## config.mk

```make
export PLATFORM = sky130hd
export DESIGN_NAME = hjl_seq
export DESIGN_NICKNAME = d
export VERILOG_FILES = /design/src/rtl/hjl_pkg.sv /design/src/rtl/hjl_seq.sv
export SDC_FILE = /design/constraint.sdc
export NUM_CORES = 1
export LEC_CHECK = 0
export BUFFER_PORTS_ARGS = -buffer_cell sky130_fd_sc_hd__buf_2
export CORE_MARGIN = 2
export CORE_UTILIZATION = 32
export CTS_CLUSTER_SIZE = 12
export DETAILED_ROUTE_END_ITERATION = 10
export PLACE_DENSITY_LB_ADDON = 0.1
export SLEW_MARGIN = 15
export SYNTH_ARGS = -nofsm -noshare
export SYNTH_HDL_FRONTEND = slang
export SYNTH_SLANG_ARGS = --single-unit
```

## constraint.sdc

```tcl
create_clock -name clk -period 3.1 [get_ports clk]
set_clock_uncertainty 0.1 [all_clocks]
set_input_delay 0.31 -clock clk [delete_from_list [all_inputs] [get_ports clk]]
set_output_delay 0.31 -clock clk [all_outputs]
set_load 0.05 [all_outputs]
```

## src/rtl/hjl_pkg.sv

```systemverilog
// Package for the hash join lookup: sizes, item types, op codes and the key hash.
package hjl_pkg;

  // Table size and derived widths
  localparam int TABLE_ENTRIES = 1024;
  localparam int IDX_W         = $clog2(TABLE_ENTRIES);
  localparam int CNT_W         = $clog2(TABLE_ENTRIES + 1);
  localparam int KEY_W         = 32;
  localparam int ENT_W         = KEY_W + 1;

  // Op codes of an input beat
  typedef enum logic [1:0] {
    OP_CLEAR  = 2'd0,
    OP_INSERT = 2'd1,
    OP_PROBE  = 2'd2,
    OP_NONE   = 2'd3
  } op_t;

  // Status codes of a result beat
  localparam logic ST_PAIR = 1'b0;
  localparam logic ST_FULL = 1'b1;

  // Input beat
  typedef struct packed {
    op_t                     op;
    logic signed [KEY_W-1:0] key;
  } in_t;

  // Result beat
  typedef struct packed {
    logic signed [KEY_W-1:0] left_value;
    logic signed [KEY_W-1:0] right_value;
    logic                    status;
  } out_t;

  // Lookup outcome handed from the sequencer to the output stage
  typedef struct packed {
    logic             valid;
    logic             full;
    logic             hit;
    logic [KEY_W-1:0] key;
  } res_t;

  // Fold the key into a home slot below TABLE_ENTRIES
  function automatic logic [IDX_W-1:0] hash_key(input logic [KEY_W-1:0] k);
    logic [15:0]    t;
    logic [IDX_W:0] h;
    t = k[31:16] ^ k[15:0];
    h = '0;
    for (int i = 0; i < 16; i++) begin
      h[i % IDX_W] = h[i % IDX_W] ^ t[i];
    end
    h[IDX_W] = 1'b0;
    if (h >= (IDX_W+1)'(TABLE_ENTRIES)) begin
      h = h - (IDX_W+1)'(TABLE_ENTRIES);
    end
    return h[IDX_W-1:0];
  endfunction

endpackage

```

## src/rtl/hjl_seq.sv

```systemverilog
// Sequencer: clearing sweep and linear-probe search over the key table.
module hjl_seq (
  input  logic                          clk,
  input  logic                          rst_n,
  input  logic                          in_valid,
  output logic                          in_stall,
  input  hjl_pkg::in_t                  in_data,
  output hjl_pkg::res_t                 res,
  input  logic                          res_ready,
  output logic                          ram_we,
  output logic [hjl_pkg::IDX_W-1:0]     ram_waddr,
  output logic [hjl_pkg::ENT_W-1:0]     ram_wdata,
  output logic                          ram_re,
  output logic [hjl_pkg::IDX_W-1:0]     ram_raddr,
  input  logic [hjl_pkg::ENT_W-1:0]     ram_rdata
);

  typedef enum logic [2:0] {
    S_CLR,
    S_IDLE,
    S_LOOK,
    S_CHECK,
    S_RES
  } state_t;

  localparam logic [hjl_pkg::IDX_W-1:0] LAST_IDX =
    hjl_pkg::IDX_W'(hjl_pkg::TABLE_ENTRIES - 1);
  localparam logic [hjl_pkg::CNT_W-1:0] FULL_CNT =
    hjl_pkg::CNT_W'(hjl_pkg::TABLE_ENTRIES);

  state_t                        state_r,  state_nxt;
  logic [hjl_pkg::IDX_W-1:0]     clr_r,    clr_nxt;
  logic [hjl_pkg::IDX_W-1:0]     slot_r,   slot_nxt;
  logic [hjl_pkg::IDX_W-1:0]     probe_r,  probe_nxt;
  logic [hjl_pkg::CNT_W-1:0]     cnt_r,    cnt_nxt;
  logic [hjl_pkg::KEY_W-1:0]     key_r,    key_nxt;
  hjl_pkg::op_t                  op_r,     op_nxt;
  logic                          full_r,   full_nxt;
  logic                          hit_r,    hit_nxt;
  logic                          accept;
  logic                          ent_valid;
  logic                          ent_match;

  assign accept    = in_valid && !in_stall;
  assign in_stall  = (state_r != S_IDLE);
  assign ent_valid = ram_rdata[hjl_pkg::ENT_W-1];
  assign ent_match = ent_valid && (ram_rdata[hjl_pkg::KEY_W-1:0] == key_r);

  // Memory port drive
  always_comb begin
    ram_we    = 1'b0;
    ram_waddr = clr_r;
    ram_wdata = '0;
    if (state_r == S_CLR) begin
      ram_we = 1'b1;
    end else if (state_r == S_CHECK && op_r == hjl_pkg::OP_INSERT && !ent_valid
                 && cnt_r != FULL_CNT) begin
      ram_we    = 1'b1;
      ram_waddr = slot_r;
      ram_wdata = {1'b1, key_r};
    end
  end

  assign ram_re    = (state_r == S_LOOK);
  assign ram_raddr = slot_r;

  // Result to the output stage
  always_comb begin
    res.valid = (state_r == S_RES);
    res.full  = full_r;
    res.hit   = hit_r;
    res.key   = key_r;
  end

  // Next state
  always_comb begin
    state_nxt = state_r;
    clr_nxt   = clr_r;
    slot_nxt  = slot_r;
    probe_nxt = probe_r;
    cnt_nxt   = cnt_r;
    key_nxt   = key_r;
    op_nxt    = op_r;
    full_nxt  = full_r;
    hit_nxt   = hit_r;
    unique case (state_r)
      S_CLR: begin
        clr_nxt = clr_r + 1'b1;
        if (clr_r == LAST_IDX) begin
          clr_nxt   = '0;
          state_nxt = S_IDLE;
        end
      end
      S_IDLE: begin
        if (accept) begin
          key_nxt   = in_data.key;
          op_nxt    = in_data.op;
          slot_nxt  = hjl_pkg::hash_key(in_data.key);
          probe_nxt = '0;
          full_nxt  = 1'b0;
          hit_nxt   = 1'b0;
          unique case (in_data.op) inside
            hjl_pkg::OP_CLEAR: begin
              clr_nxt   = '0;
              cnt_nxt   = '0;
              state_nxt = S_CLR;
            end
            hjl_pkg::OP_INSERT, hjl_pkg::OP_PROBE: state_nxt = S_LOOK;
            default: state_nxt = S_IDLE;
          endcase
        end
      end
      S_LOOK: begin
        state_nxt = S_CHECK;
      end
      S_CHECK: begin
        if (ent_match) begin
          hit_nxt   = 1'b1;
          state_nxt = (op_r == hjl_pkg::OP_INSERT) ? S_IDLE : S_RES;
        end else if (!ent_valid) begin
          if (op_r == hjl_pkg::OP_INSERT) begin
            if (cnt_r == FULL_CNT) begin
              full_nxt  = 1'b1;
              state_nxt = S_RES;
            end else begin
              cnt_nxt   = cnt_r + 1'b1;
              state_nxt = S_IDLE;
            end
          end else begin
            state_nxt = S_RES;
          end
        end else if (probe_r == LAST_IDX) begin
          // every slot visited without a match or a hole
          full_nxt  = (op_r == hjl_pkg::OP_INSERT);
          state_nxt = S_RES;
        end else begin
          slot_nxt  = (slot_r == LAST_IDX) ? '0 : slot_r + 1'b1;
          probe_nxt = probe_r + 1'b1;
          state_nxt = S_LOOK;
        end
      end
      S_RES: begin
        if (res_ready) begin
          state_nxt = S_IDLE;
        end
      end
      default: state_nxt = S_IDLE;
    endcase
  end

  // Hold state; reset starts the clearing sweep
  always_ff @(posedge clk) begin
    if (!rst_n) begin
      state_r <= S_CLR;
      clr_r   <= '0;
      cnt_r   <= '0;
    end else begin
      state_r <= state_nxt;
      clr_r   <= clr_nxt;
      cnt_r   <= cnt_nxt;
    end
  end

  // Payload of the item in flight
  always_ff @(posedge clk) begin
    slot_r  <= slot_nxt;
    probe_r <= probe_nxt;
    key_r   <= key_nxt;
    op_r    <= op_nxt;
    full_r  <= full_nxt;
    hit_r   <= hit_nxt;
  end

endmodule

```

==> results.md <==
| Step | Result | Value |
|---|---|---|
| setup path | Crit Path Max Fanout | 31 |
| setup path | Startpoint type of the worst setup path | flop |
| layout | Number of fill cells | 1,434 |
| sta | Relative max-transition margin | 58.71% |
| drt | Total number of vias | 3,978 |
| run | Count of maximum capacitance violations | 0 |
| run status | Run status | finished clean |
| global route | Remaining global-route overflow | 0 |
| drt | Number of remaining DRC errors | 0 |
| global route | Antenna violations before repair | 0 |
| clock network | Number of buffers created by CTS | 9 |
| drt | DR vias/cell | 4.985 |
| clock network | Maximum number of buffers from clock root to sink | 2 |
| setup path | Capture point of the worst reg-to-reg path | cnt_r[10] |
| clock network | Number of hold buffers added after cts | 0 |
| sta | RSZ-0062 raised after global routing | no |
| setup path | Critical Path RT | 2690 ps |
| setup path | Arrival @ worst endpoint | 2470 ps |
| setup path | Slowest stage cell, crit path | sky130_fd_sc_hd__a311oi_4 |
| floorplan | Die Outline Area | 0.01493 mm² |
| yosys | EDFF count, synth | 56 |
| sta | Maximum clock frequency | 346.8 MHz |
| drt | Iteration-0 DRC count of the detailed router | 298 |
| yosys | Post-synthesis cell type count | 49 |
| global route | Wire length of the first global-routing pass | 21.62 mm |
| yosys | Synth Register Bits | 80 |
| yosys | Most area-hungry cell type in the Yosys netlist | sky130_fd_sc_hd__edfxtp_1 |
| yosys | Average size of a mapped cell | 9.957 µm² |
| drt | WL/cell | 17.77 µm |
| yosys | Async set-reset flop share out of synthesis | 0% |
| layout | Nets | 691 |
| placed design | Routability congestion estimate | 0.8802 |
| setup path | Delay of the slowest critical-path stage | 490 ps |
| worst hold path | Worst Hold Class | in -> reg |
| placed design | Cell Count Post-Placement | 782 |
| setup path | Buffers & Inverters on Critical Path | 3 |
| global route | Largest net degree at the start of global routing | 34 |
| clock network | Post-CTS setup buffer count | 0 |
| clock network | Sink count of the clock tree | 80 |
| setup path | Reg-to-reg setup timing slack | 630 ps |
| sta | Total negative slack for setup checks | 0 ps |
| setup path | R2r worst-path depth | 7 |
| placed design | Hpwl dp | 11.01 mm |
| clock network | Number of H-tree levels | 3 |
| setup path | Setup Crit Path Kind | reg -> out |
| yosys | Share of synthesized area occupied by flip-flops and latches | 48.36% |
| power and ir drop | Peak VDD IR | 0.3078 mV |
| yosys | Synthesized cell area | 0.004471 mm² |
| setup path | CP cell instances | inv_1, ha_1, nor4b_2, a311oi_4, buf_4, and3_1, buf_2 |
| drt | Length of the first detailed-routing pass in iterations | 4 |
| layout | Area added between synthesis and finish | 29.72% |
| yosys | Dominant cells by area after synthesis | sky130_fd_sc_hd__edfxtp_1 (38%), sky130_fd_sc_hd__dfxtp_1 (11%), sky130_fd_sc_hd__xor2_1 (9.4%), sky130_fd_sc_hd__xnor2_1 (6.3%), sky130_fd_sc_hd__and3_1 (5.5%) |
| power and ir drop | Power density over the cells | 415.4 mW/mm² |
| layout | Ratio of cells with drive above 1 in the final layout | 31.07% |
| worst hold path | Hold path start | in_data[21] |
| floorplan | Core box area | 0.01377 mm² |
| sta | Final-report hold violation count | 0 |
| yosys | Predominant post-synthesis flop cell | sky130_fd_sc_hd__edfxtp_1 |
| placed design | Number of port buffers | 161 |
| global route | GRT Total Usage | 19.62% |
| clock network | Quantity of gates resized following cts | 0 |
| sta | Setup-violating endpoint count in the final report | 0 |
| drt | Number of nets still failing antenna checks after routing | 0 |
| yosys | Count of mapped cells out of synthesis | 449 |
| yosys | Net count after synthesis | 527 |
| clock network | Worst-path clk slew | 60 ps |
| floorplan | Count of pins on the block boundary | 162 |
| floorplan | Std cell rows | 43 |
| yosys | Yosys top cell area share | 37.62% |
| clock network | CTS root buffer | sky130_fd_sc_hd__clkbuf_16 |
| floorplan | Die Y-Extent | 122.2 µm |
| global route | Vias in the first global route | 3,699 |
| floorplan | Overall die width | 122.2 µm |
| layout | Post-route insts no fill | 798 |
| yosys | Yosys Warn Count | 0 |
| drt | Total Wirelength | 14.18 mm |
| power and ir drop | Leak Pwr | 0.002540 µW |
| setup path | Element type at the critical path end | output pin |
| worst hold path | Endpoint of the worst hold path | key_r[21] |
| sta | Worst-margin pin slew | 610.7 ps |
| clock network | Clock insertion delay at the later pin of the skew report | 340 ps |
| sta | Share of the clock period used by the worst path after layout | 93.00% |
| worst hold path | Instance count along the most critical hold path | 1 |
| sta | Final critical-path required period | 2883 ps |
| setup path | Family with the most delay on the worst path | buffers and inverters |
| layout | Number of diodes | 0 |
| setup path | Reg2Reg Launch Point | cnt_r[0] |
| sta | Number of pins exceeding their max-slew limit in the final report | 0 |
| clock network | CTS tree | yes |
| floorplan | Initial standard-cell utilization of the core | 32.46% |
state kept, by name (all words and copies together) (netlist names):
| name | cells |
|---|---|
| state_r | 3 |
| ram_raddr | 10 |
| probe_r | 10 |
| clr_r | 10 |
| full_r | 1 |
| op_r | 2 |
| hit_r | 1 |
| cnt_r | 11 |
| key_r | 32 |
per-layer routing:
metal / track usage [%] / part of all wire (%)
met3: 3.933 / 4.6
met1: 28.09 / 47
met2: 30.06 / 47
met5: 0 / 0
met4: 5.603 / 1.1
worst max path at each step:
stage | start | to | slack, ps | cells past startpoint
3_3_place_gp | cnt_r[0] | ram_wdata[1] | 580 | 7
4_1_cts | cnt_r[0] | ram_waddr[6] | 80 | 9
6_report | cnt_r[0] | ram_wdata[25] | 220 | 7
5_1_grt | cnt_r[0] | ram_wdata[1] | 50 | 7
3_5_place_dp | cnt_r[0] | ram_waddr[6] | 450 | 9
2_1_floorplan | cnt_r[0] | ram_waddr[2] | 520 | 10
through the flow:
stage               total power, µW  hold WS, ps  setup WS (ps)  area, µm²  util [%]
finish                         2409        69.77          216.9       5799     42.11
global route                   2489        56.39          46.11       5799     42.11
floorplan                      1274        308.9          517.7       4471         -
detailed placement             1369        379.6          454.6       5504     39.96
global placement               1368        374.0          584.3       5504     39.96
CTS                            2430        52.84          76.30       5793     42.06
cell usage after synthesis, types with 2 or more instances:
cell / count
sky130_fd_sc_hd__buf_4: 3
sky130_fd_sc_hd__or3_1: 3
sky130_fd_sc_hd__nand3_1: 14
sky130_fd_sc_hd__clkbuf_1: 11
sky130_fd_sc_hd__a21o_1: 4
sky130_fd_sc_hd__a21oi_1: 15
sky130_fd_sc_hd__dfxtp_1: 24
sky130_fd_sc_hd__o22ai_1: 8
sky130_fd_sc_hd__or4_1: 5
sky130_fd_sc_hd__edfxtp_1: 56
sky130_fd_sc_hd__and2_1: 4
sky130_fd_sc_hd__o21ai_1: 2
sky130_fd_sc_hd__nand4_1: 12
sky130_fd_sc_hd__xor2_1: 48
sky130_fd_sc_hd__o31ai_1: 4
sky130_fd_sc_hd__o21ai_0: 8
sky130_fd_sc_hd__ha_1: 7
sky130_fd_sc_hd__nand2_1: 50
sky130_fd_sc_hd__nor4b_1: 3
sky130_fd_sc_hd__nor4_1: 14
sky130_fd_sc_hd__nor3_1: 4
sky130_fd_sc_hd__nor2_1: 32
sky130_fd_sc_hd__xnor2_1: 32
sky130_fd_sc_hd__and4_1: 4
sky130_fd_sc_hd__buf_2: 4
sky130_fd_sc_hd__nand2b_1: 3
sky130_fd_sc_hd__and3_1: 39
sky130_fd_sc_hd__a31oi_1: 2
sky130_fd_sc_hd__a31o_2: 2
sky130_fd_sc_hd__inv_1: 13
placed cells by master, fill, tap and decap left out, types with 2 or more instances in the layout:
cell type | netlist | routed
sky130_fd_sc_hd__nor3_1 | 4 | 4
sky130_fd_sc_hd__xnor2_1 | 32 | 32
sky130_fd_sc_hd__clkbuf_16 | 0 | 9
sky130_fd_sc_hd__nand4_1 | 12 | 12
sky130_fd_sc_hd__nor4_1 | 14 | 14
sky130_fd_sc_hd__nor4b_1 | 3 | 2
sky130_fd_sc_hd__or3_1 | 3 | 3
sky130_fd_sc_hd__nand2_1 | 50 | 50
sky130_fd_sc_hd__nor2_1 | 32 | 32
sky130_fd_sc_hd__o21ai_1 | 2 | 2
sky130_fd_sc_hd__nand3_1 | 14 | 14
sky130_fd_sc_hd__clkinv_1 | 0 | 2
sky130_fd_sc_hd__o31ai_1 | 4 | 4
sky130_fd_sc_hd__ha_1 | 7 | 7
sky130_fd_sc_hd__a21o_1 | 4 | 4
sky130_fd_sc_hd__edfxtp_1 | 56 | 56
sky130_fd_sc_hd__buf_4 | 3 | 10
sky130_fd_sc_hd__clkinv_4 | 0 | 2
sky130_fd_sc_hd__nand2b_1 | 3 | 3
sky130_fd_sc_hd__a31o_2 | 2 | 2
sky130_fd_sc_hd__o22ai_1 | 8 | 8
sky130_fd_sc_hd__buf_2 | 4 | 161
sky130_fd_sc_hd__xor2_1 | 48 | 48
sky130_fd_sc_hd__and3_1 | 39 | 39
sky130_fd_sc_hd__and2_1 | 4 | 4
sky130_fd_sc_hd__dfxtp_1 | 24 | 24
sky130_fd_sc_hd__a31oi_1 | 2 | 2
sky130_fd_sc_hd__a21oi_1 | 15 | 15
sky130_fd_sc_hd__o21ai_0 | 8 | 8
sky130_fd_sc_hd__and4_1 | 4 | 4
sky130_fd_sc_hd__or4_1 | 5 | 5
sky130_fd_sc_hd__inv_1 | 13 | 13
final cells by class:
cell class              instances  area (µm²)  area share (%)
inverters                      14       52.55          0.9061
multi-input cells             337        2190           37.76
clock buffers                  10       229.0           3.948
clock inverters                 6       60.06           1.036
well taps                     180       225.2           3.883
flip-flops and latches         80        2162           37.28
repair buffers                171       880.8           15.19
kinds of logic after synthesis:
logic type	share of synthesized area, %
fa+ha+maj	1.959
buf+inv	3.051
xor+xnor	15.67
flops	48.36
simple gates	23.03
mux	0.2239
compound gates	7.697
power by group:
| group | total (µW) | switching, µW | internal (µW) |
|---|---|---|---|
| logic | 194 | 107 | 87.3 |
| registers | 1150 | 5.01 | 1150 |
| clock network | 1060 | 444 | 620 |
Note: power is estimated with default switching activity, not from simulation.
